## src/rtl/core/idjd_pkg.sv

```systemverilog
// Shared types and constants of the idle-device job dispatcher.
package idjd_pkg;

    localparam int MODEL_W     = 4;
    localparam int REQ_W       = 3;
    localparam int MASK_W      = 4;
    localparam int DEV_W       = 2;
    localparam int KIND_W      = 2;
    localparam int ENTRY_W     = MODEL_W + REQ_W;
    localparam int MAP_W       = 32;
    localparam int IN_TDATA_W  = 16;
    localparam int OUT_TDATA_W = 16;

    localparam logic ACT_ENQ   = 1'b0;
    localparam logic ACT_SCHED = 1'b1;

    localparam logic [KIND_W-1:0] KIND_ENQ  = 2'd0;
    localparam logic [KIND_W-1:0] KIND_DISP = 2'd1;
    localparam logic [KIND_W-1:0] KIND_NONE = 2'd2;

    typedef struct packed {
        logic enq;
        logic start;
        logic walk;
        logic finish;
    } t_cmd;

    typedef struct packed {
        logic out_free;
        logic walk_done;
    } t_sts;

endpackage

```

## src/rtl/core/idjd_ctrl.sv

```systemverilog
// Control state machine of the idle-device job dispatcher.
module idjd_ctrl (
    input  logic               i_clk,
    input  logic               i_rst_n,
    input  logic               i_in_accept,
    input  logic               i_action,
    input  idjd_pkg::t_sts     i_sts,
    output idjd_pkg::t_cmd     o_cmd,
    output logic               o_ready
);

    typedef enum logic [1:0] {
        S_IDLE,
        S_WALK,
        S_DONE
    } t_state;

    t_state r_state;

    always_comb begin
        o_ready      = (r_state == S_IDLE) && i_sts.out_free;
        o_cmd.enq    = i_in_accept && (i_action == idjd_pkg::ACT_ENQ);
        o_cmd.start  = i_in_accept && (i_action == idjd_pkg::ACT_SCHED);
        o_cmd.walk   = (r_state == S_WALK);
        o_cmd.finish = (r_state == S_DONE) && i_sts.out_free;
    end

    always_ff @(posedge i_clk) begin
        if (!i_rst_n) begin
            r_state <= S_IDLE;
        end else begin
            unique case (r_state)
                S_IDLE: begin
                    if (o_cmd.start) begin
                        r_state <= S_WALK;
                    end
                end
                S_WALK: begin
                    if (i_sts.walk_done) begin
                        r_state <= S_DONE;
                    end
                end
                S_DONE: begin
                    if (i_sts.out_free) begin
                        r_state <= S_IDLE;
                    end
                end
                default: begin
                    r_state <= S_IDLE;
                end
            endcase
        end
    end

    a_cmd_exclusive: assert property (@(posedge i_clk) disable iff (!i_rst_n)
        $onehot0({o_cmd.enq, o_cmd.start, o_cmd.walk, o_cmd.finish}))
        else $error("More than one datapath command in one cycle.");

    a_start_walks: assert property (@(posedge i_clk) disable iff (!i_rst_n)
        o_cmd.start |=> (r_state == S_WALK) && !o_ready)
        else $error("A schedule request did not begin a walk.");

endmodule

```

## src/rtl/core/idjd_datapath.sv

```systemverilog
// Job queue memory, walk pointers, pending dispatch and output register.
module idjd_datapath #(
    parameter int QUEUE_DEPTH = 16,
    parameter int NUM_DEVICES = 4,
    parameter int NUM_MODELS  = 16
) (
    input  logic                                i_clk,
    input  logic                                i_rst_n,
    input  idjd_pkg::t_cmd                      i_cmd,
    output idjd_pkg::t_sts                      o_sts,
    input  logic                                i_cfg_valid,
    input  logic [idjd_pkg::MAP_W-1:0]          i_cfg_data,
    input  logic [idjd_pkg::MODEL_W-1:0]        i_model,
    input  logic [idjd_pkg::REQ_W-1:0]          i_req,
    input  logic [idjd_pkg::MASK_W-1:0]         i_idle,
    input  logic                                i_out_ready,
    output logic                                o_out_valid,
    output logic [idjd_pkg::KIND_W-1:0]         o_kind,
    output logic                                o_acc,
    output logic [idjd_pkg::DEV_W-1:0]          o_dev,
    output logic [idjd_pkg::MODEL_W-1:0]        o_model,
    output logic [idjd_pkg::REQ_W-1:0]          o_req,
    output logic                                o_last
);

    localparam int AW = $clog2(QUEUE_DEPTH);
    localparam int CW = $clog2(QUEUE_DEPTH + 1);
    localparam logic [idjd_pkg::MASK_W-1:0] DevMask =
        (NUM_DEVICES >= idjd_pkg::MASK_W) ? {idjd_pkg::MASK_W{1'b1}}
                                          : idjd_pkg::MASK_W'((1 << NUM_DEVICES) - 1);

    logic [idjd_pkg::ENTRY_W-1:0] mem [QUEUE_DEPTH];

    logic [idjd_pkg::MAP_W-1:0]   r_map;
    logic [CW-1:0]                r_count;
    logic [CW-1:0]                r_rd;
    logic [CW-1:0]                r_wr;
    logic                         r_ev;
    logic [idjd_pkg::ENTRY_W-1:0] r_rdata;
    logic [idjd_pkg::MASK_W-1:0]  r_mask;
    logic                         r_pv;
    logic [idjd_pkg::DEV_W-1:0]   r_pdev;
    logic [idjd_pkg::MODEL_W-1:0] r_pmodel;
    logic [idjd_pkg::REQ_W-1:0]   r_preq;
    logic                         r_ov;

    logic [idjd_pkg::MODEL_W-1:0] e_model;
    logic [idjd_pkg::REQ_W-1:0]   e_req;
    logic [2:0]                   tgt;
    logic                         hit;
    logic                         full;
    logic                         out_take;
    logic                         out_free;
    logic                         stall;
    logic                         step;
    logic                         proc;
    logic                         issue;
    logic                         push;
    logic                         keep;
    logic                         mem_we;
    logic [AW-1:0]                mem_waddr;
    logic [idjd_pkg::ENTRY_W-1:0] mem_wdata;

    always_comb begin
        e_model = r_rdata[idjd_pkg::ENTRY_W-1:idjd_pkg::REQ_W];
        e_req   = r_rdata[idjd_pkg::REQ_W-1:0];
        if ({1'b0, e_req} < 4'(NUM_DEVICES)) begin
            tgt = e_req;
        end else if ({1'b0, e_model} < 5'(NUM_MODELS)) begin
            tgt = {1'b0, r_map[{e_model, 1'b0} +: 2]};
        end else begin
            tgt = 3'd0;
        end
        hit       = !tgt[2] && r_mask[tgt[1:0]];
        full      = (r_count == CW'(QUEUE_DEPTH));
        out_take  = r_ov && i_out_ready;
        out_free  = !r_ov || out_take;
        stall     = r_ev && hit && r_pv && !out_free;
        step      = i_cmd.walk && !stall;
        proc      = step && r_ev;
        issue     = step && (r_rd != r_count);
        push      = proc && hit && r_pv;
        keep      = proc && !hit;
        mem_we    = (i_cmd.enq && !full) || keep;
        mem_waddr = i_cmd.enq ? r_count[AW-1:0] : r_wr[AW-1:0];
        mem_wdata = i_cmd.enq ? {i_model, i_req} : r_rdata;
        o_sts.out_free  = out_free;
        o_sts.walk_done = !r_ev && (r_rd == r_count);
    end

    always_ff @(posedge i_clk) begin
        if (mem_we) begin
            mem[mem_waddr] <= mem_wdata;
        end
        if (issue) begin
            r_rdata <= mem[r_rd[AW-1:0]];
        end
    end

    always_ff @(posedge i_clk) begin
        if (!i_rst_n) begin
            r_map   <= '0;
            r_count <= '0;
            r_rd    <= '0;
            r_wr    <= '0;
            r_ev    <= 1'b0;
            r_pv    <= 1'b0;
            r_ov    <= 1'b0;
        end else begin
            if (i_cfg_valid) begin
                r_map <= i_cfg_data;
            end
            if (i_cmd.enq && !full) begin
                r_count <= r_count + CW'(1);
            end else if (i_cmd.finish) begin
                r_count <= r_wr;
            end
            if (i_cmd.start) begin
                r_rd <= '0;
                r_wr <= '0;
                r_ev <= 1'b0;
                r_pv <= 1'b0;
            end else begin
                if (issue) begin
                    r_rd <= r_rd + CW'(1);
                end
                if (keep) begin
                    r_wr <= r_wr + CW'(1);
                end
                if (step) begin
                    r_ev <= issue;
                end
                if (proc && hit) begin
                    r_pv <= 1'b1;
                end else if (i_cmd.finish) begin
                    r_pv <= 1'b0;
                end
            end
            if (i_cmd.enq || push || i_cmd.finish) begin
                r_ov <= 1'b1;
            end else if (out_take) begin
                r_ov <= 1'b0;
            end
        end
    end

    always_ff @(posedge i_clk) begin
        if (i_cmd.start) begin
            r_mask <= i_idle & DevMask;
        end else if (proc && hit) begin
            r_mask[tgt[1:0]] <= 1'b0;
        end
        if (proc && hit) begin
            r_pdev   <= tgt[1:0];
            r_pmodel <= e_model;
            r_preq   <= e_req;
        end
        if (i_cmd.enq) begin
            o_kind  <= idjd_pkg::KIND_ENQ;
            o_acc   <= !full;
            o_dev   <= '0;
            o_model <= '0;
            o_req   <= '0;
            o_last  <= 1'b1;
        end else if (push || (i_cmd.finish && r_pv)) begin
            o_kind  <= idjd_pkg::KIND_DISP;
            o_acc   <= 1'b0;
            o_dev   <= r_pdev;
            o_model <= r_pmodel;
            o_req   <= r_preq;
            o_last  <= i_cmd.finish;
        end else if (i_cmd.finish) begin
            o_kind  <= idjd_pkg::KIND_NONE;
            o_acc   <= 1'b0;
            o_dev   <= '0;
            o_model <= '0;
            o_req   <= '0;
            o_last  <= 1'b1;
        end
    end

    assign o_out_valid = r_ov;

    a_count_bound: assert property (@(posedge i_clk) disable iff (!i_rst_n)
        r_count <= CW'(QUEUE_DEPTH))
        else $error("Job count exceeds the queue depth.");

    a_write_behind_read: assert property (@(posedge i_clk) disable iff (!i_rst_n)
        r_ev |-> (r_wr < r_rd))
        else $error("Compaction write pointer caught up with the read pointer.");

    a_pending_cleared: assert property (@(posedge i_clk) disable iff (!i_rst_n)
        r_pv |-> !r_mask[r_pdev])
        else $error("Pending job's device is still marked idle.");

endmodule

```

## src/rtl/core/idle_device_job_dispatcher.sv

```systemverilog
// Top level of the idle-device job dispatcher.
// An enqueue request is answered in the cycle right after it is accepted, so its result
// can be taken at the next clock edge. The answer has accepted low when the queue already
// holds QUEUE_DEPTH jobs. Enqueue requests can follow back to back while the result side
// keeps up. A schedule request walks the queue from its head. It reads one stored job per
// cycle from the queue memory, except while a dispatch waits for the result side, and
// writes kept jobs back toward the head, compacting the queue. The next request is taken
// at the earliest in the cycle in which its final result is taken. Each dispatched job
// gives one result, with the final one marked by tlast. A schedule request that dispatches
// nothing gives a single result. The queue memory needs no clearing after reset.
module idle_device_job_dispatcher #(
    parameter int QUEUE_DEPTH = 16,
    parameter int NUM_DEVICES = 4,
    parameter int NUM_MODELS  = 16
) (
    input  logic                                i_clk,
    input  logic                                i_rst_n,
    input  logic                                s_axis_tvalid,
    output logic                                s_axis_tready,
    // model [3:0], requested device [6:4], idle mask [10:7], zeros above.
    input  logic [idjd_pkg::IN_TDATA_W-1:0]     s_axis_tdata,
    // action [0].
    input  logic                                s_axis_tuser,
    output logic                                m_axis_tvalid,
    input  logic                                m_axis_tready,
    // accepted [0], device [2:1], job_model [6:3], job_request [9:7], zeros above.
    output logic [idjd_pkg::OUT_TDATA_W-1:0]    m_axis_tdata,
    // kind [1:0].
    output logic [idjd_pkg::KIND_W-1:0]         m_axis_tuser,
    output logic                                m_axis_tlast,
    input  logic                                i_cfg_valid,
    output logic                                o_cfg_ready,
    input  logic [idjd_pkg::MAP_W-1:0]          i_cfg_data
);

    idjd_pkg::t_cmd cmd;
    idjd_pkg::t_sts sts;
    logic           in_accept;
    logic           out_acc;
    logic [idjd_pkg::DEV_W-1:0]   out_dev;
    logic [idjd_pkg::MODEL_W-1:0] out_model;
    logic [idjd_pkg::REQ_W-1:0]   out_req;

    assign in_accept   = s_axis_tvalid && s_axis_tready;
    assign o_cfg_ready = 1'b1;

    idjd_ctrl u_ctrl (
        .i_clk       (i_clk),
        .i_rst_n     (i_rst_n),
        .i_in_accept (in_accept),
        .i_action    (s_axis_tuser),
        .i_sts       (sts),
        .o_cmd       (cmd),
        .o_ready     (s_axis_tready)
    );

    idjd_datapath #(
        .QUEUE_DEPTH (QUEUE_DEPTH),
        .NUM_DEVICES (NUM_DEVICES),
        .NUM_MODELS  (NUM_MODELS)
    ) u_datapath (
        .i_clk       (i_clk),
        .i_rst_n     (i_rst_n),
        .i_cmd       (cmd),
        .o_sts       (sts),
        .i_cfg_valid (i_cfg_valid),
        .i_cfg_data  (i_cfg_data),
        .i_model     (s_axis_tdata[3:0]),
        .i_req       (s_axis_tdata[6:4]),
        .i_idle      (s_axis_tdata[10:7]),
        .i_out_ready (m_axis_tready),
        .o_out_valid (m_axis_tvalid),
        .o_kind      (m_axis_tuser),
        .o_acc       (out_acc),
        .o_dev       (out_dev),
        .o_model     (out_model),
        .o_req       (out_req),
        .o_last      (m_axis_tlast)
    );

    assign m_axis_tdata = {6'd0, out_req, out_model, out_dev, out_acc};

endmodule

```

## config.mk

```make
export PLATFORM = sky130hd
export DESIGN_NAME = idle_device_job_dispatcher
export DESIGN_NICKNAME = d
export VERILOG_FILES = /design/src/rtl/core/idjd_pkg.sv /design/src/rtl/core/idjd_ctrl.sv /design/src/rtl/core/idjd_datapath.sv /design/src/rtl/core/idle_device_job_dispatcher.sv
export SDC_FILE = /design/constraint.sdc
export NUM_CORES = 1
export LEC_CHECK = 0
export BUFFER_PORTS_ARGS = -buffer_cell sky130_fd_sc_hd__buf_2
export CORE_MARGIN = 5
export CORE_UTILIZATION = 59
export CTS_CLUSTER_SIZE = 16
export DETAILED_ROUTE_END_ITERATION = 8
export PLACE_DENSITY_LB_ADDON = 0.3
export SETUP_SLACK_MARGIN = 0.4
export SLEW_MARGIN = 30
export SYNTH_ARGS = -nofsm -noshare
export SYNTH_HDL_FRONTEND = slang
export SYNTH_SLANG_ARGS = --single-unit
```

## constraint.sdc

```tcl
create_clock -name i_clk -period 4.7 [get_ports i_clk]
set_input_delay 0.705 -clock i_clk [delete_from_list [all_inputs] [get_ports i_clk]]
set_output_delay 0.705 -clock i_clk [all_outputs]
set_load 0.01 [all_outputs]
```

==> results of run 1 <==
worst paths after layout:
path,endpoint,slack (ns),cells past startpoint
worst max-delay path,u_datapath.mem[4][2]$_DFFE_PP_,0.86,10
worst min-delay path,u_datapath.o_last$_SDFFE_PP1P_,0.47,1
worst max register to register,u_datapath.mem[4][2]$_DFFE_PP_,0.86,10
worst min register to register,u_datapath.o_last$_SDFFE_PP1P_,0.47,1
flip-flops by register name, summed over array words and instances (netlist names), 2 cells and up:
signal and flops:
u_datapath.o_req 3, u_datapath.r_mask 4, u_ctrl.r_state 2, u_datapath.mem 112, u_datapath.r_map 32, u_datapath.r_rd 5, u_datapath.r_wr 5, u_datapath.r_rdata 7
u_datapath.o_dev 2, u_datapath.r_pmodel 4, u_datapath.o_kind 2, u_datapath.r_pdev 2, u_datapath.o_model 4, u_datapath.r_count 5, u_datapath.r_preq 3
per-stage QoR:
stage | power, mW | cells | area (sq um)
floorplan | 2.11 | 619 | 8520
global placement | 2.18 | 845 | 9040
detailed placement | 2.19 | 845 | 9040
CTS | 3.68 | 877 | 9650
global route | 3.79 | 877 | 9650
finish | 3.65 | 877 | 9650
final cells by class:
class                   count  area [sq um]
inverters                  24          90.1
repair buffers             88           503
fillers                   970          4340
clock buffers              20           447
well taps                 180           225
multi-input cells         356          2950
clock inverters            12           165
flip-flops and latches    197          5280
layer usage:
metal	vias to the layer above	share of wire
met3	23	0.059
li1	2478	-
met5	-	0
met2	177	0.52
met1	2627	0.40
met4	0	0.024
placed cells by master, fill, tap and decap left out, types with 7 or more instances in the layout:
master       n
nor2_1      43
buf_4       25
o221ai_2     8
o21ai_0     16
nor2b_1      7
nand3_1     10
a21oi_1     19
clkbuf_16   17
mux4_2      40
nor3_1      23
nand2_1     50
conb_1       7
mux2i_1     41
dfxtp_1     63
buf_2       63
edfxtp_1   133
a31oi_1     12
inv_1       24
or4_1       12
critical path: cells and delay by family, from the launching register on:
family	cells	cell delay, ns
and+or+nand+nor	3	0.98
AOI/OAI and AO/OA	3	0.71
buffers and inverters	3	0.58
DFF	1	0.72
muxes	1	0.58
cell families (layout without fill, tap and decap cells):
logic type               count (synthesis)  count (layout)  share of synthesized area
AO/OA/AOI/OAI                           87              87                     0.0802
XOR/XNOR                                 5               5                    0.00515
adder cells (fa/ha/maj)                  4               4                    0.00589
buffers and inverters                   66             144                     0.0349
flip-flops                             197             197                      0.621
multiplexers                            82              82                      0.156
other                                    2               7                   0.000884
AND/OR/NAND/NOR                        171             171                     0.0967
where the power goes:
group,total (mW),internal (mW),switching [mW]
Sequential,1.92,1.89,0.0222
Combinational,0.241,0.0929,0.148
Clock,1.50,0.862,0.635
==> flow_summary.toml, run 1 <==
[clock_network]
root_buffer = "clkbuf_16"
ctsResizeCount = 0
clk_pin_slew_ns = 0.07
cts_sinks = 197
cts_made_buffers = 17
cts_tree = "done"
clock_latency_ns = 0.44
holdBufCountCts = 0
htree_levels = 4
postCtsSetupRepairBufs = 0
ctsLongestPathBuffers = 2

[critical_path]
crit_type = "flop to flop"
startpoint_type = "flop"
cp_common_cell = "buf_4"
max_stage_delay_ns = 0.72
cp_cell_sequence = "mux4_2 > nand2b_1 > a41oi_1 > and2_2 > inv_1 > o32ai_2 > buf_4 > a21oi_1 > nor3_1 > buf_4"
critPathArrivalTime_ns = 4.00
timing.rr.start = "u_datapath.r_rdata[3]$_DFFE_PP_"
worst-path-max-fanout = 12
critPathSlowestCell = "edfxtp_1"
startpoint = "u_datapath.r_rdata[3]$_DFFE_PP_"
crit_path_end_kind = "flop"
cp.required_ns = 4.85

[finish]
fin_nets = 742
layout-drive-gt1-share = 0.250
post-route-util = 0.690
synthToLayoutAreaGrowth_pct = 13.6
antenna_cells = 0

[routing]
via_per_inst = 6.05
drc = 0
drt-pass1-iter-count = 6
wl_per_cell_microns = 20.3
routed_wirelength_microns = 17800
drtIter0Drc = 430
route.vias.total = 5305
detail-route-antenna-nets = 0

[sta]
hold_viol_final = 0
fmax_mhz = 260
setup_viol = 0
min_period_over_period = 0.817
setup_slack_ns = 0.858
worst_hold_slack_ns = 0.466
setup_tns_ns = 0
period_needed_ns = 3.84
slew_violations = 0
worst_slew_pin_slew_ns = 0.909
fin_skew_ns = 0.0136
timing.slew.headroom = 0.394
rsz0062_at_grt = "false"

[placed_design]
io_buffers = 63
post-place-ws_ns = 0.880
hpwl_microns = 12200
place.gp.congestion = 0.842

[die]
core_sq_mm = 0.0140
rows = 43
die_h_microns = 130
die_w_microns = 130
dieArea_sq_mm = 0.0169
initial_utilization = 0.608
io_pins = 76

[global_routing]
met1_usage = 0.268
grt.overflow.total = 0
grt.total_usage = 0.221
busiest_layer = "met2"
grt.met3_usage = 0.0630
grt_pass1_wl_microns = 28000
grt_max_degree = 40
antenna_found_initial = 0
grt_pass1_vias = 5314
gr-usage-met2 = 0.379

[worst_hold_path]
hp-class = "flop to flop"
hold_start = "u_datapath.o_last$_SDFFE_PP1P_"

[synth]
synth_top_area_frac = 0.470
yosysTopAreaCell = "edfxtp_1"
ys_warn_count = 0
synth.top_cells.by_count = "133 x edfxtp_1, 64 x dfxtp_1, 50 x nand2_1, 43 x nor2_1, 41 x mux2i_1"
synthFlopType = "edfxtp_1"
synth-edff-count = 133
synth.most_common_cell = "edfxtp_1"
synthCells = 614
async_reset_ff_frac = 0
yosys-top-cells-area = "edfxtp_1 47%, dfxtp_1 15%, mux4_2 11%"
seq_area_frac_synth = 0.621
yosys.cell_types.count = 58
ys_seq_elements = 197
avgSynthCellArea_sq_um = 13.8
netlist_area_sq_mm = 0.00850

[pwr]
peakVddDrop_mv = 0.537
power_density_mw_per_mm2 = 378
leakage_nw = 3.45

[run]
cap_violations = 0

[run_status]
status = "completed"
(Power assumes the default switching activity.)
==> run 2: changes to the inputs <==
- CORE_UTILIZATION: 59 -> 54
- clock period: 4.7 -> 3.27 ns (I/O delays scaled with it)
==> run 2 against run 1 <==
Against the previous run:
- die area grew 8.5%
- design area grew 7.9%
- global-route usage decreased by 0.79 points
- non-clock buffer count is 29 higher
- sequential power rose by 43%
- critical path type unchanged
- critical endpoint is now u_datapath.mem[12][6]$_DFFE_PP_
- highest routed layer unchanged
==> flow_summary.toml, run 2 (synthesized netlist as in run 1, its figures left out) <==
[pwr]
power_density_mw_per_mm2 = 492
leakage_nw = 3.77
peakVddDrop_mv = 0.430

[routing]
routed_wirelength_microns = 19200
drc = 0
route.vias.total = 5540
wl_per_cell_microns = 20.5
detail-route-antenna-nets = 0
via_per_inst = 5.91
drtIter0Drc = 429
drt-pass1-iter-count = 5

[sta]
min_period_over_period = 0.937
period_needed_ns = 3.06
timing.slew.headroom = 0.290
fin_skew_ns = 0.0138
setup_tns_ns = 0
worst_slew_pin_slew_ns = 1.06
rsz0062_at_grt = "true"
hold_viol_final = 0
setup_viol = 0
slew_violations = 0
fmax_mhz = 327

[worst_hold_path]
min_path_cells = 3
hold_path_end = "u_datapath.r_map[17]$_SDFFE_PN0P_"
hold_start = "i_cfg_data[17]"
hp-class = "input pin to flop"

[global_routing]
grt_max_degree = 40
grt_pass1_wl_microns = 29700
grt.overflow.total = 0
grt_pass1_vias = 5551
grt.total_usage = 0.214
antenna_found_initial = 0

[finish]
synthToLayoutAreaGrowth_pct = 22.6
final_common_cell = "edfxtp_1"
antenna_cells = 0
layout.cells.non_filler = 937
layout_common_cells = "133 x edfxtp_1, 63 x buf_2, 63 x dfxtp_1, 48 x nand2_1, 43 x nor2_1"
fin_nets = 772
finish.instance_area_sq_mm = 0.0104
largest-register = "u_datapath.mem"
largest_reg_flops = 112
reg_top3 = "u_datapath.mem: 112 flops, u_datapath.r_map: 32 flops, u_datapath.r_rdata: 7 flops"
layout-drive-gt1-share = 0.329

[clock_network]
cts_sinks = 197
clock_latency_ns = 0.43
clk_pin_slew_ns = 0.07
ctsLongestPathBuffers = 2
cts_made_buffers = 17
cts_tree = "done"
root_buffer = "clkbuf_16"
holdBufCountCts = 0
htree_levels = 4

[critical_path]
worst-path-max-fanout = 8
startpoint_type = "flop"
cp.required_ns = 3.40
r2r_setup_slack_ns = 0.21
crit_type = "flop to flop"
timing.rr.start = "u_datapath.r_rdata[3]$_DFFE_PP_"
crit_path_end_kind = "flop"
rr_endpoint = "u_datapath.mem[12][6]$_DFFE_PP_"
reg2regPathDepth = 11
critPathArrivalTime_ns = 3.20

[placed_design]
place.gp.congestion = 0.859
placed_cell_area_sq_mm = 0.00933
dp.cells = 884
hpwl_microns = 12500
io_buffers = 63

[run]
cap_violations = 0

[die]
rows = 45
initial_utilization = 0.555
dieArea_sq_mm = 0.0183
die_h_microns = 135
io_pins = 76
die_w_microns = 135
core_sq_mm = 0.0153

[run_status]
status = "completed"
-- run 2: cell count changes in the layout (fill, tap and decap cells not counted), sizes merged --
cell	previous run	this run
bufinv	3	1
clkinvlp	0	5
clkinv	4	7
buf	88	116
inv	29	24
-- run 2: timing repair --
| item | CTS | global route |
|---|---|---|
| gates cloned | 1 | 3 |
| resized for setup | 35 | 26 |
| endpoints found under the setup margin | 138 | 154 |
| setup buffers | 14 | 4 |
| pin swaps | 17 | 15 |
-- run 2: layer usage --
| layer | track usage | routed length, microns | vias to the layer above |
|---|---|---|---|
| li1 | - | - | 2542 |
| met1 | 0.260 | 7400 | 2758 |
| met2 | 0.379 | 10200 | 207 |
| met3 | 0.0487 | 1170 | 33 |
| met4 | 0.0661 | 439 | 0 |
| met5 | 0 | 0 | - |
-- run 2: worst max-delay path by stage --
stage | to | startpoint
2_1_floorplan | u_datapath.mem[10][0]$_DFFE_PP_ | u_datapath.r_rdata[3]$_DFFE_PP_
3_3_place_gp | u_datapath.mem[15][4]$_DFFE_PP_ | u_datapath.r_rdata[3]$_DFFE_PP_
3_5_place_dp | u_datapath.mem[15][6]$_DFFE_PP_ | u_datapath.r_rdata[3]$_DFFE_PP_
4_1_cts | u_datapath.mem[12][6]$_DFFE_PP_ | u_datapath.r_rdata[3]$_DFFE_PP_
5_1_grt | u_datapath.mem[5][0]$_DFFE_PP_ | u_datapath.r_rdata[3]$_DFFE_PP_
6_report | u_datapath.mem[12][6]$_DFFE_PP_ | u_datapath.r_rdata[3]$_DFFE_PP_
-- run 2: final cells by class --
class | count | area (sq um)
Inverter | 24 | 106
Clock buffer | 19 | 433
Sequential cell | 197 | 5280
Fill cell | 1068 | 4900
Tap cell | 211 | 264
Multi-Input combinational cell | 356 | 3280
Timing Repair inverter | 1 | 8.76
Clock inverter | 12 | 109
Timing Repair Buffer | 117 | 937
-- run 2: report_power, final --
| group | switching, mW | internal, mW |
|---|---|---|
| Combinational | 0.254 | 0.192 |
| Sequential | 0.0326 | 2.72 |
| Clock | 0.881 | 1.04 |
| Total | 1.17 | 3.96 |
-- run 2: critical path, stage by stage, from the launching register on --
cell and delay [ns]:
edfxtp_1 0.38, buf_4 0.14, mux4_2 0.50, nand2b_1 0.17, a41oi_2 0.19, and2_4 0.21
clkinvlp_4 0.14, o32ai_4 0.32, a21oi_4 0.15, buf_12 0.18, nor3_4 0.20, buf_6 0.18
-- run 2: per-stage QoR --
step | hold WS, ns | power (mW) | util | worst slack, ns
floorplan | 0.441 | 3.05 | - | 0.407
global placement | 0.443 | 3.16 | 0.609 | 0.171
detailed placement | 0.453 | 3.18 | 0.609 | 0.150
CTS | 0.284 | 5.11 | 0.668 | 0.236
global route | 0.296 | 5.31 | 0.680 | 0.148
finish | 0.293 | 5.12 | 0.680 | 0.207
